**src/igmv_pkg.sv**
```systemverilog
// ----------------------------------------------------------------------------
// igmv_pkg
// Shared widths, codes and types of the grouped int4 matrix-vector dot block.
// ----------------------------------------------------------------------------
package igmv_pkg;

    localparam int DEF_MAX_COLS = 4096;
    localparam int LANES        = 2;

    localparam int COL_W    = 13;
    localparam int ROW_W    = 16;
    localparam int IDX_W    = 12;
    localparam int ACT_W    = 16;
    localparam int BYTE_W   = 8;
    localparam int SCALE_W  = 16;
    localparam int ZERO_W   = 8;
    localparam int NIB_W    = 4;
    localparam int DIFF_W   = 9;
    localparam int PROD_W   = DIFF_W + SCALE_W;
    localparam int TERM_W   = PROD_W + ACT_W;
    localparam int ACC_W    = 51;
    localparam int SUM_W    = 52;

    localparam int IN_DATA_W  = 64;
    localparam int OUT_DATA_W = 72;

    localparam int CFG_ADDR_W = 2;
    localparam int CFG_DATA_W = 16;

    localparam logic [CFG_ADDR_W-1:0] REG_NUM_COLS   = 2'd0;
    localparam logic [CFG_ADDR_W-1:0] REG_GROUP_SIZE = 2'd1;
    localparam logic [CFG_ADDR_W-1:0] REG_NUM_ROWS   = 2'd2;

    localparam logic OP_LOAD   = 1'b0;
    localparam logic OP_WEIGHT = 1'b1;

    localparam logic [BYTE_W-1:0] NIBBLE_MASK  = 8'h0F;
    localparam int                NIBBLE_SHIFT = 4;

    localparam logic [COL_W-1:0] RST_NUM_COLS   = 13'd4096;
    localparam logic [COL_W-1:0] RST_GROUP_SIZE = 13'd128;
    localparam logic [ROW_W-1:0] RST_NUM_ROWS   = 16'd1;

    // control that travels down the pipeline beside each weight request
    typedef struct packed {
        logic             in_limit;
        logic             last;
        logic [ROW_W-1:0] row_idx;
    } tag_t;

endpackage

```
**src/igmv_limit_div.sv**
```systemverilog
// ----------------------------------------------------------------------------
// igmv_limit_div
// Restoring divider, one bit a cycle: end of the last full group in a row,
// cols - (cols mod grp).
// ----------------------------------------------------------------------------
module igmv_limit_div
(
    input  logic                        clk,
    input  logic                        rst_n,
    input  logic                        start,
    input  logic [igmv_pkg::COL_W-1:0]  cols,
    input  logic [igmv_pkg::COL_W-1:0]  grp,
    output logic                        busy,
    output logic [igmv_pkg::COL_W-1:0]  limit
);

    localparam int STEPS = igmv_pkg::COL_W;
    localparam int CNT_W = $clog2(STEPS + 1);

    logic [igmv_pkg::COL_W-1:0] cols_reg;
    logic [igmv_pkg::COL_W-1:0] grp_reg;
    logic [igmv_pkg::COL_W-1:0] dvd_reg;
    logic [igmv_pkg::COL_W-1:0] rem_reg;
    logic [igmv_pkg::COL_W-1:0] rem_next;
    logic [CNT_W-1:0]           cnt_reg;
    logic                       busy_reg;
    logic [igmv_pkg::COL_W:0]   trial;

    always_comb
    begin
        trial = {rem_reg, dvd_reg[igmv_pkg::COL_W-1]};
        if (trial >= {1'b0, grp_reg})
        begin
            rem_next = igmv_pkg::COL_W'(trial - {1'b0, grp_reg});
        end
        else
        begin
            rem_next = trial[igmv_pkg::COL_W-1:0];
        end
    end

    always_ff @(posedge clk or negedge rst_n)
    begin
        if (!rst_n)
        begin
            busy_reg <= 1'b0;
            cnt_reg  <= '0;
        end
        else if (start)
        begin
            busy_reg <= 1'b1;
            cnt_reg  <= CNT_W'(STEPS);
        end
        else if (busy_reg)
        begin
            cnt_reg <= cnt_reg - CNT_W'(1);
            if (cnt_reg == CNT_W'(1))
            begin
                busy_reg <= 1'b0;
            end
        end
    end

    always_ff @(posedge clk)
    begin
        if (start)
        begin
            cols_reg <= cols;
            grp_reg  <= grp;
            dvd_reg  <= cols;
            rem_reg  <= '0;
        end
        else if (busy_reg)
        begin
            dvd_reg <= {dvd_reg[igmv_pkg::COL_W-2:0], 1'b0};
            rem_reg <= rem_next;
        end
    end

    assign busy  = busy_reg;
    assign limit = cols_reg - rem_reg;

endmodule

```
**config.mk**
```make
export PLATFORM = sky130hd
export DESIGN_NAME = igmv_limit_div
export DESIGN_NICKNAME = d
export VERILOG_FILES = /design/src/igmv_pkg.sv /design/src/igmv_limit_div.sv
export SDC_FILE = /design/constraint.sdc
export NUM_CORES = 1
export LEC_CHECK = 0
export BUFFER_PORTS_ARGS = -buffer_cell sky130_fd_sc_hd__buf_2
export CORE_MARGIN = 2
export CORE_UTILIZATION = 35
export CTS_CLUSTER_DIAMETER = 120
export CTS_CLUSTER_SIZE = 16
export DETAILED_ROUTE_END_ITERATION = 6
export SLEW_MARGIN = 20
export SYNTH_ARGS = -nofsm -noshare
export SYNTH_HDL_FRONTEND = slang
export SYNTH_SLANG_ARGS = --single-unit
```
**constraint.sdc**
```tcl
create_clock -name clk -period 3.7 [get_ports clk]
set_input_delay 0.37 -clock clk [delete_from_list [all_inputs] [get_ports clk]]
set_output_delay 0.37 -clock clk [all_outputs]
set_load 0.05 [all_outputs]
```
==> metrics.md, run 1 <==
| Metric | Value |
|---|---|
| Synth Register Bits | 57 |
| Worst-path cell chain | inv_1 > ha_1 > nor2b_1 > o31a_1 > nor3_1 > o21ai_0 > or4_1 > nand3_1 > buf_2 |
| Async set-reset flop share out of synthesis | 8.77% |
| Adder-cell share of the synthesized area | 10.5% |
| Post-CTS setup buffer count | 0 |
| CP max stage delay | 0.44 ns |
| Num rows | 37 |
| Routed vias | 2713 |
| Die X | 105 um |
| DP Worst Slack | 0.918 ns |
| Library cells used by synthesis | 60 |
| Status | completed |
| Vias/cell | 5.12 |
| Critical path arrival | 2.78 ns |
| Fin Hold WS | 0.197 ns |
| WP depth | 9 |
| Net Sw Power | 1650 uW |
| Mux share of post-synthesis cell area | 4.59% |
| Antenna violations before repair | 0 |
| Number of detailed-route iterations in the first pass | 4 |
| Slowest CP cell | or4_1 |
| Die height | 105 um |
| Pin count of the biggest net entering global routing | 40 |
| TritonCTS clock tree | built |
| Sw Ratio | 48.4% |
| Synthesized Nets | 399 |
| CP required | 3.33 ns |
| Cell family with most CP delay | simple AND/OR/NAND/NOR gates |
| Sequential share of the synthesized area | 43.3% |
| WS Path Type | reg -> out |
| Clock power frac | 15.8% |
| F_max | 0.318 GHz |
| Most common flop cell mapped by yosys | edfxtp_1 |
| Critical path buffer and inverter count | 2 |
| Area growth from synthesis to layout | 15.5% |
| I/O Buffers | 42 |
| Total power per unit cell area | 819 mW/mm2 |
| Yosys Warn Count | 0 |
| # fillers | 1022 |
| Clk root buf | clkbuf_8 |
| N_diodes | 0 |
| Final Cycle Share | 85.0% |
| Most frequent cells in the layout | 42 x buf_2, 39 x edfxtp_1, 35 x inv_1 |
| Compound-gate portion of the synthesized area | 18.4% |
| Hold Path Stages | 1 |
| Worst Max-Slew Pin Slew | 0.832 ns |
| Seq pwr share | 25.5% |
| Combinational Power Share | 58.7% |
| Internal Power | 1760 uW |
| HPWL Detailed | 5.80 mm |
| RSZ-0062 raised after global routing | false |
| Minimum clock period | 3.15 ns |
| Final clock skew | 0.00858 ns |
| Reg clk slew, reported paths | 0.07 ns |
| Simple-gate share of the synthesized area | 13.8% |
| Synth Area per Inst | 10.5 um2 |
| Worst rel slew slack | 44.5% |
| Max Cap Viol | 0 |
| Cts hold-fix bufs | 1 |
| Slew Limit Fails | 0 |
| Post-CTS sizing | 0 |
| Worst Setup End Kind | primary output |
| Nets@finish | 447 |
| Gpl congestion | 0.836 |
| DRC errors left | 0 |
| Final setup viols | 0 |
| Core Area | 0.0101 mm2 |
| Leakage | 0.00170 uW |
| Grt total ovfl | 0 |
| Share of cells above drive strength 1 | 21.6% |
| Global-route usage over all layers | 15.0% |
| Crit Path Max Fanout | 4 |
| Final worst setup slack | 0.554 ns |
| Mapped Area | 0.00360 mm2 |
| Final TNS setup | 0 ns |
| H-tree depth | 3 |
| Max Root-Sink Buffers | 2 |
| DRT antenna net count | 0 |
| Die footprint | 0.0111 mm2 |
| Final Hold Fails | 0 |
| Vias in the first global route | 2693 |
| Skew-Pair Late Insertion Delay | 0.34 ns |
| Routed len/inst | 14.9 um |
| Count of clock tree sinks | 57 |
| Main combinational cell family by area after synthesis | compound AO/OA/AOI/OAI gates |
| Post-synth EDFFs | 39 |
| I/O pin total | 43 |
| Xor and xnor area share after synthesis | 4.38% |
| Peak supply drop | 435 uV |
| Total CTS buffers | 9 |
| Worst Hold Class | in -> reg |
| R2R cell count | 7 |
| Startpoint types | register |
| Starting density of the core | 35.5% |
| Drt initial violations | 144 |
| Routed Wire Length | 7.88 mm |
| Global-route wire length before repair | 13.2 mm |
| Post-synthesis cell count | 341 |
| Most common cell after layout, fill and taps aside | buf_2 |
-- worst reg2reg max path, delay by kind of cell, from the launching register on --
family          cells  cell delay (ns)
compound gates      5             1.67
fa+ha+maj           1             0.38
buf+inv             1             0.05
flops               1             0.34
-- final cells by class --
cell class / instances / area (um2) / share of cell area (%)
multi-input combinational: 238 / 1860 / 44.8
sequential: 57 / 1560 / 37.5
timing repair buffer: 47 / 250 / 6.02
tap: 136 / 170 / 4.10
clock buffer: 12 / 156 / 3.77
inverter: 36 / 135 / 3.25
clock inverter: 4 / 26.3 / 0.633
-- cell usage after synthesis, types with 6 or more instances --
cell type | count | area (um2)
a31oi_1 | 9 | 56.3
inv_1 | 35 | 131
xor2_1 | 6 | 52.6
o21ai_0 | 14 | 70.1
mux2_2 | 12 | 135
a311oi_1 | 8 | 70.1
clkbuf_1 | 7 | 26.3
nand2_1 | 7 | 26.3
xnor2_1 | 12 | 105
ha_1 | 27 | 338
edfxtp_1 | 39 | 1170
o21a_1 | 8 | 60.1
a21oi_1 | 12 | 60.1
nor3_1 | 15 | 75.1
nor2_1 | 22 | 82.6
a21o_1 | 10 | 75.1
dfxtp_1 | 13 | 260
nand3_1 | 12 | 60.1
-- power by group through the flow --
stage / Sequential [uW] / Clock (uW) / Combinational, uW
floorplan: 854 / 0 / 1580
global placement: 882 / 0 / 1960
detailed placement: 882 / 0 / 1990
CTS: 869 / 564 / 2000
global route: 882 / 583 / 2180
finish: 869 / 537 / 2000
-- cells by family (layout without fill, tap and decap cells) --
kind of cell / Yosys count / count (layout)
AOI/OAI and AO/OA: 86 / 86
xor gates and xnor gates: 18 / 18
adders and majority gates: 29 / 29
buffers and inverters: 46 / 99
DFF: 57 / 57
muxes: 15 / 15
and+or+nand+nor: 90 / 90
-- stage by stage --
stage / instances / total power (uW) / util, % / instance area (um2)
after floorplan: 341 / 2430 / - / 3600
after global placement: 513 / 2840 / 39.1 / 3960
after detailed placement: 513 / 2870 / 39.1 / 3960
after CTS: 530 / 3430 / 41.0 / 4150
after global routing: 530 / 3640 / 41.0 / 4150
final: 530 / 3400 / 41.0 / 4150
-- routing by layer --
metal | global-route usage (%) | part of all wire (%) | up-vias
met3 | 3.65 | 3.9 | 8
met4 | 5.90 | 1.5 | 0
met2 | 23.0 | 45 | 52
met5 | 0 | 0 | -
li1 | - | - | 1366
met1 | 20.4 | 49 | 1287
-- final timing paths --
path / startpoint / endpoint / slack [ns]
setup / recovery: rem_reg[1] / limit[11] / 0.55
hold / removal: grp[12] / grp_reg[12] / 0.20
setup reg to reg: grp_reg[7] / rem_reg[5] / 1.15
hold reg to reg: rem_reg[8] / rem_reg[8] / 0.52
max in group asynchronous: rst_n / cnt_reg[1] / 3.20
min in group asynchronous: rst_n / cnt_reg[0] / 0.36
Power figures use the tool's default switching activity.
==> inputs of run 2 (changes only) <==
--- a/config.mk
+++ b/config.mk
@@ -7,10 +7,11 @@
 export LEC_CHECK = 0
 export BUFFER_PORTS_ARGS = -buffer_cell sky130_fd_sc_hd__buf_2
 export CORE_MARGIN = 2
-export CORE_UTILIZATION = 35
+export CORE_UTILIZATION = 33
 export CTS_CLUSTER_DIAMETER = 120
 export CTS_CLUSTER_SIZE = 16
 export DETAILED_ROUTE_END_ITERATION = 6
+export PLACE_DENSITY = 0.52
 export SLEW_MARGIN = 20
 export SYNTH_ARGS = -nofsm -noshare
 export SYNTH_HDL_FRONTEND = slang
==> metrics.md, run 2 (synthesis results as in run 1) <==
| Metric | Value |
|---|---|
| CP required | 3.33 ns (about the same) |
| Die X | 108 um (was 105 um) |
| F_max | 0.314 GHz (was 0.318 GHz) |
| Grt total ovfl | 0 (unchanged) |
| Final clock skew | 0.00935 ns (was 0.00858 ns) |
| Pin count of the biggest net entering global routing | 37 (was 40) |
| Routed vias | 2741 (was 2713) |
| Total power per unit cell area | 801 mW/mm2 (was 819 mW/mm2) |
| Final Hold Fails | 0 (unchanged) |
| Final setup viols | 0 (unchanged) |
| Vias/cell | 5.15 (was 5.12) |
| Register area | 0.00156 mm2 (unchanged) |
| Drt initial violations | 142 (was 144) |
| Num rows | 38 (was 37) |
| Status | completed (unchanged) |
| Starting density of the core | 33.5% (was 35.5%) |
| WS Path Type | reg -> out (unchanged) |
| Area growth from synthesis to layout | 14.7% (was 15.5%) |
| Global-route wire length before repair | 12.2 mm (was 13.2 mm) |
| TritonCTS clock tree | built (unchanged) |
| N_diodes | 0 (unchanged) |
| Antenna violations before repair | 0 (unchanged) |
| Most common cell after layout, fill and taps aside | buf_2 (unchanged) |
| Global-route usage over all layers | 13.5% (was 15.0%) |
| Worst rel slew slack | 55.2% (was 44.5%) |
| GRT met3 Usage | 3.38% (was 3.65%) |
| Nets@finish | 445 (was 447) |
| CP max stage delay | 0.45 ns (was 0.44 ns) |
| Worst Setup End Kind | primary output (unchanged) |
| Number of detailed-route iterations in the first pass | 4 (unchanged) |
| Max Root-Sink Buffers | 2 (unchanged) |
| Count of clock tree sinks | 57 (unchanged) |
| Crit Path Max Fanout | 4 (unchanged) |
| Multi-input gate area | 0.00186 mm2 (unchanged) |
| Share of cells above drive strength 1 | 20.2% (was 21.6%) |
| Final TNS setup | 0 ns (unchanged) |
| Most frequent cells in the layout | 42 x buf_2, 39 x edfxtp_1, 35 x inv_1 (unchanged) |
| Leakage | 0.00168 uW (was 0.00170 uW) |
| Met2 Track Usage GR | 22.5% (was 23.0%) |
| Vias in the first global route | 2530 (was 2693) |
| Finished Layout Cells | 532 (was 530) |
| Routed Wire Length | 7.70 mm (was 7.88 mm) |
| Total CTS buffers | 9 (unchanged) |
| Slowest CP cell | or4_1 (unchanged) |
| Routed len/inst | 14.5 um (was 14.9 um) |
| I/O Buffers | 42 (unchanged) |
| Die height | 108 um (was 105 um) |
| RSZ-0062 raised after global routing | false (unchanged) |
| DP Worst Slack | 0.893 ns (was 0.918 ns) |
| Peak supply drop | 770 uV (was 435 uV) |
| Worst Hold Class | in -> reg (unchanged) |
| I/O pin total | 43 (unchanged) |
| Worst Max-Slew Pin Slew | 0.672 ns (was 0.832 ns) |
| GRT Max-Usage Layer | met2 (unchanged) |
| Max Cap Viol | 0 (unchanged) |
| Startpoint types | register (unchanged) |
| HPWL Detailed | 5.58 mm (was 5.80 mm) |
| Clk root buf | clkbuf_8 (unchanged) |
| Post-CTS sizing | 0 (unchanged) |
| Die footprint | 0.0118 mm2 (was 0.0111 mm2) |
| Placed insts | 515 (was 513) |
| Met1 Resource Use GR | 16.5% (was 20.4%) |
| Gpl congestion | 0.773 (was 0.836) |
| Final Cycle Share | 86.2% (was 85.0%) |
| Power after layout | 3300 uW (was 3400 uW) |
| Slew Limit Fails | 0 (unchanged) |
| Final worst setup slack | 0.511 ns (was 0.554 ns) |
| DRC errors left | 0 (unchanged) |
| # fillers | 1096 (was 1022) |
| Worst-path cell chain | inv_1 > ha_1 > nor2b_1 > o31a_1 > nor3_1 > o21ai_0 > or4_1 > nand3_1 > buf_2 (unchanged) |
| Reg clk slew, reported paths | 0.07 ns (about the same) |
| Skew-Pair Late Insertion Delay | 0.34 ns (about the same) |
| Critical path arrival | 2.82 ns (was 2.78 ns) |
| Core Area | 0.0107 mm2 (was 0.0101 mm2) |
| DRT antenna net count | 0 (unchanged) |
| Minimum clock period | 3.19 ns (was 3.15 ns) |
| H-tree depth | 3 (unchanged) |
==> run 2: cell count changes in the layout (fill, tap and decap cells not counted), sizes merged <==
cell,delta
buf,-2
clkinv,-1
clkbuf,+2
clkinvlp,-1
==> run 2: critical path, delay by kind of cell (launching register included) <==
kind | cells | cell delay (ns)
buffers and inverters | 2 | 0.34
adder cells (fa/ha/maj) | 1 | 0.27
AND/OR/NAND/NOR | 4 | 0.97
AO/OA/AOI/OAI | 2 | 0.51
flip-flops | 1 | 0.39
==> run 2: final timing paths <==
check / startpoint / to / slack, ns / cells after the start
hold / removal: grp[10] / grp_reg[10] / 0.20 / 1
setup / recovery: rem_reg[1] / limit[11] / 0.51 / 9
min in group asynchronous: rst_n / cnt_reg[1] / 0.37 / 2
hold reg to reg: rem_reg[6] / rem_reg[6] / 0.52 / 2
setup reg to reg: dvd_reg[12] / rem_reg[5] / 1.09 / 9
max in group asynchronous: rst_n / cnt_reg[0] / 3.19 / 2
==> run 2: cell type report <==
| class | count | area share [%] |
|---|---|---|
| flip-flops and latches | 57 | 37.7 |
| multi-input cells | 238 | 45.1 |
| clock inverters | 2 | 0.212 |
| clock buffers | 14 | 3.46 |
| well taps | 140 | 4.25 |
| inverters | 36 | 3.28 |
| repair buffers | 45 | 6.01 |
==> run 2: timing repair <==
item,4_1_cts,5_1_grt
setup buffers,0,0
setup endpoints to repair,0,0
hold buffers,1,0
endpoints found under the hold margin,5,0
==> run 2: per-stage QoR <==
step           area, um2  hold slack (ns)  util, %
2_1_floorplan       3600           0.0744        -
3_3_place_gp        3960            0.189     36.9
3_5_place_dp        3960            0.192     36.9
4_1_cts             4130            0.183     38.4
5_1_grt             4130            0.196     38.4
6_report            4130            0.205     38.4
==> run 2: where the power goes <==
group	internal (uW)	switching, uW
clock	241	238
sequential	791	75.1
combinational	684	1280
total	1720	1590
==> run 2: metal layers <==
metal / vias up / part of all wire [%]
met5: - / 0
met4: 0 / 2.0
met3: 14 / 3.5
met2: 51 / 49
met1: 1311 / 46
li1: 1365 / -
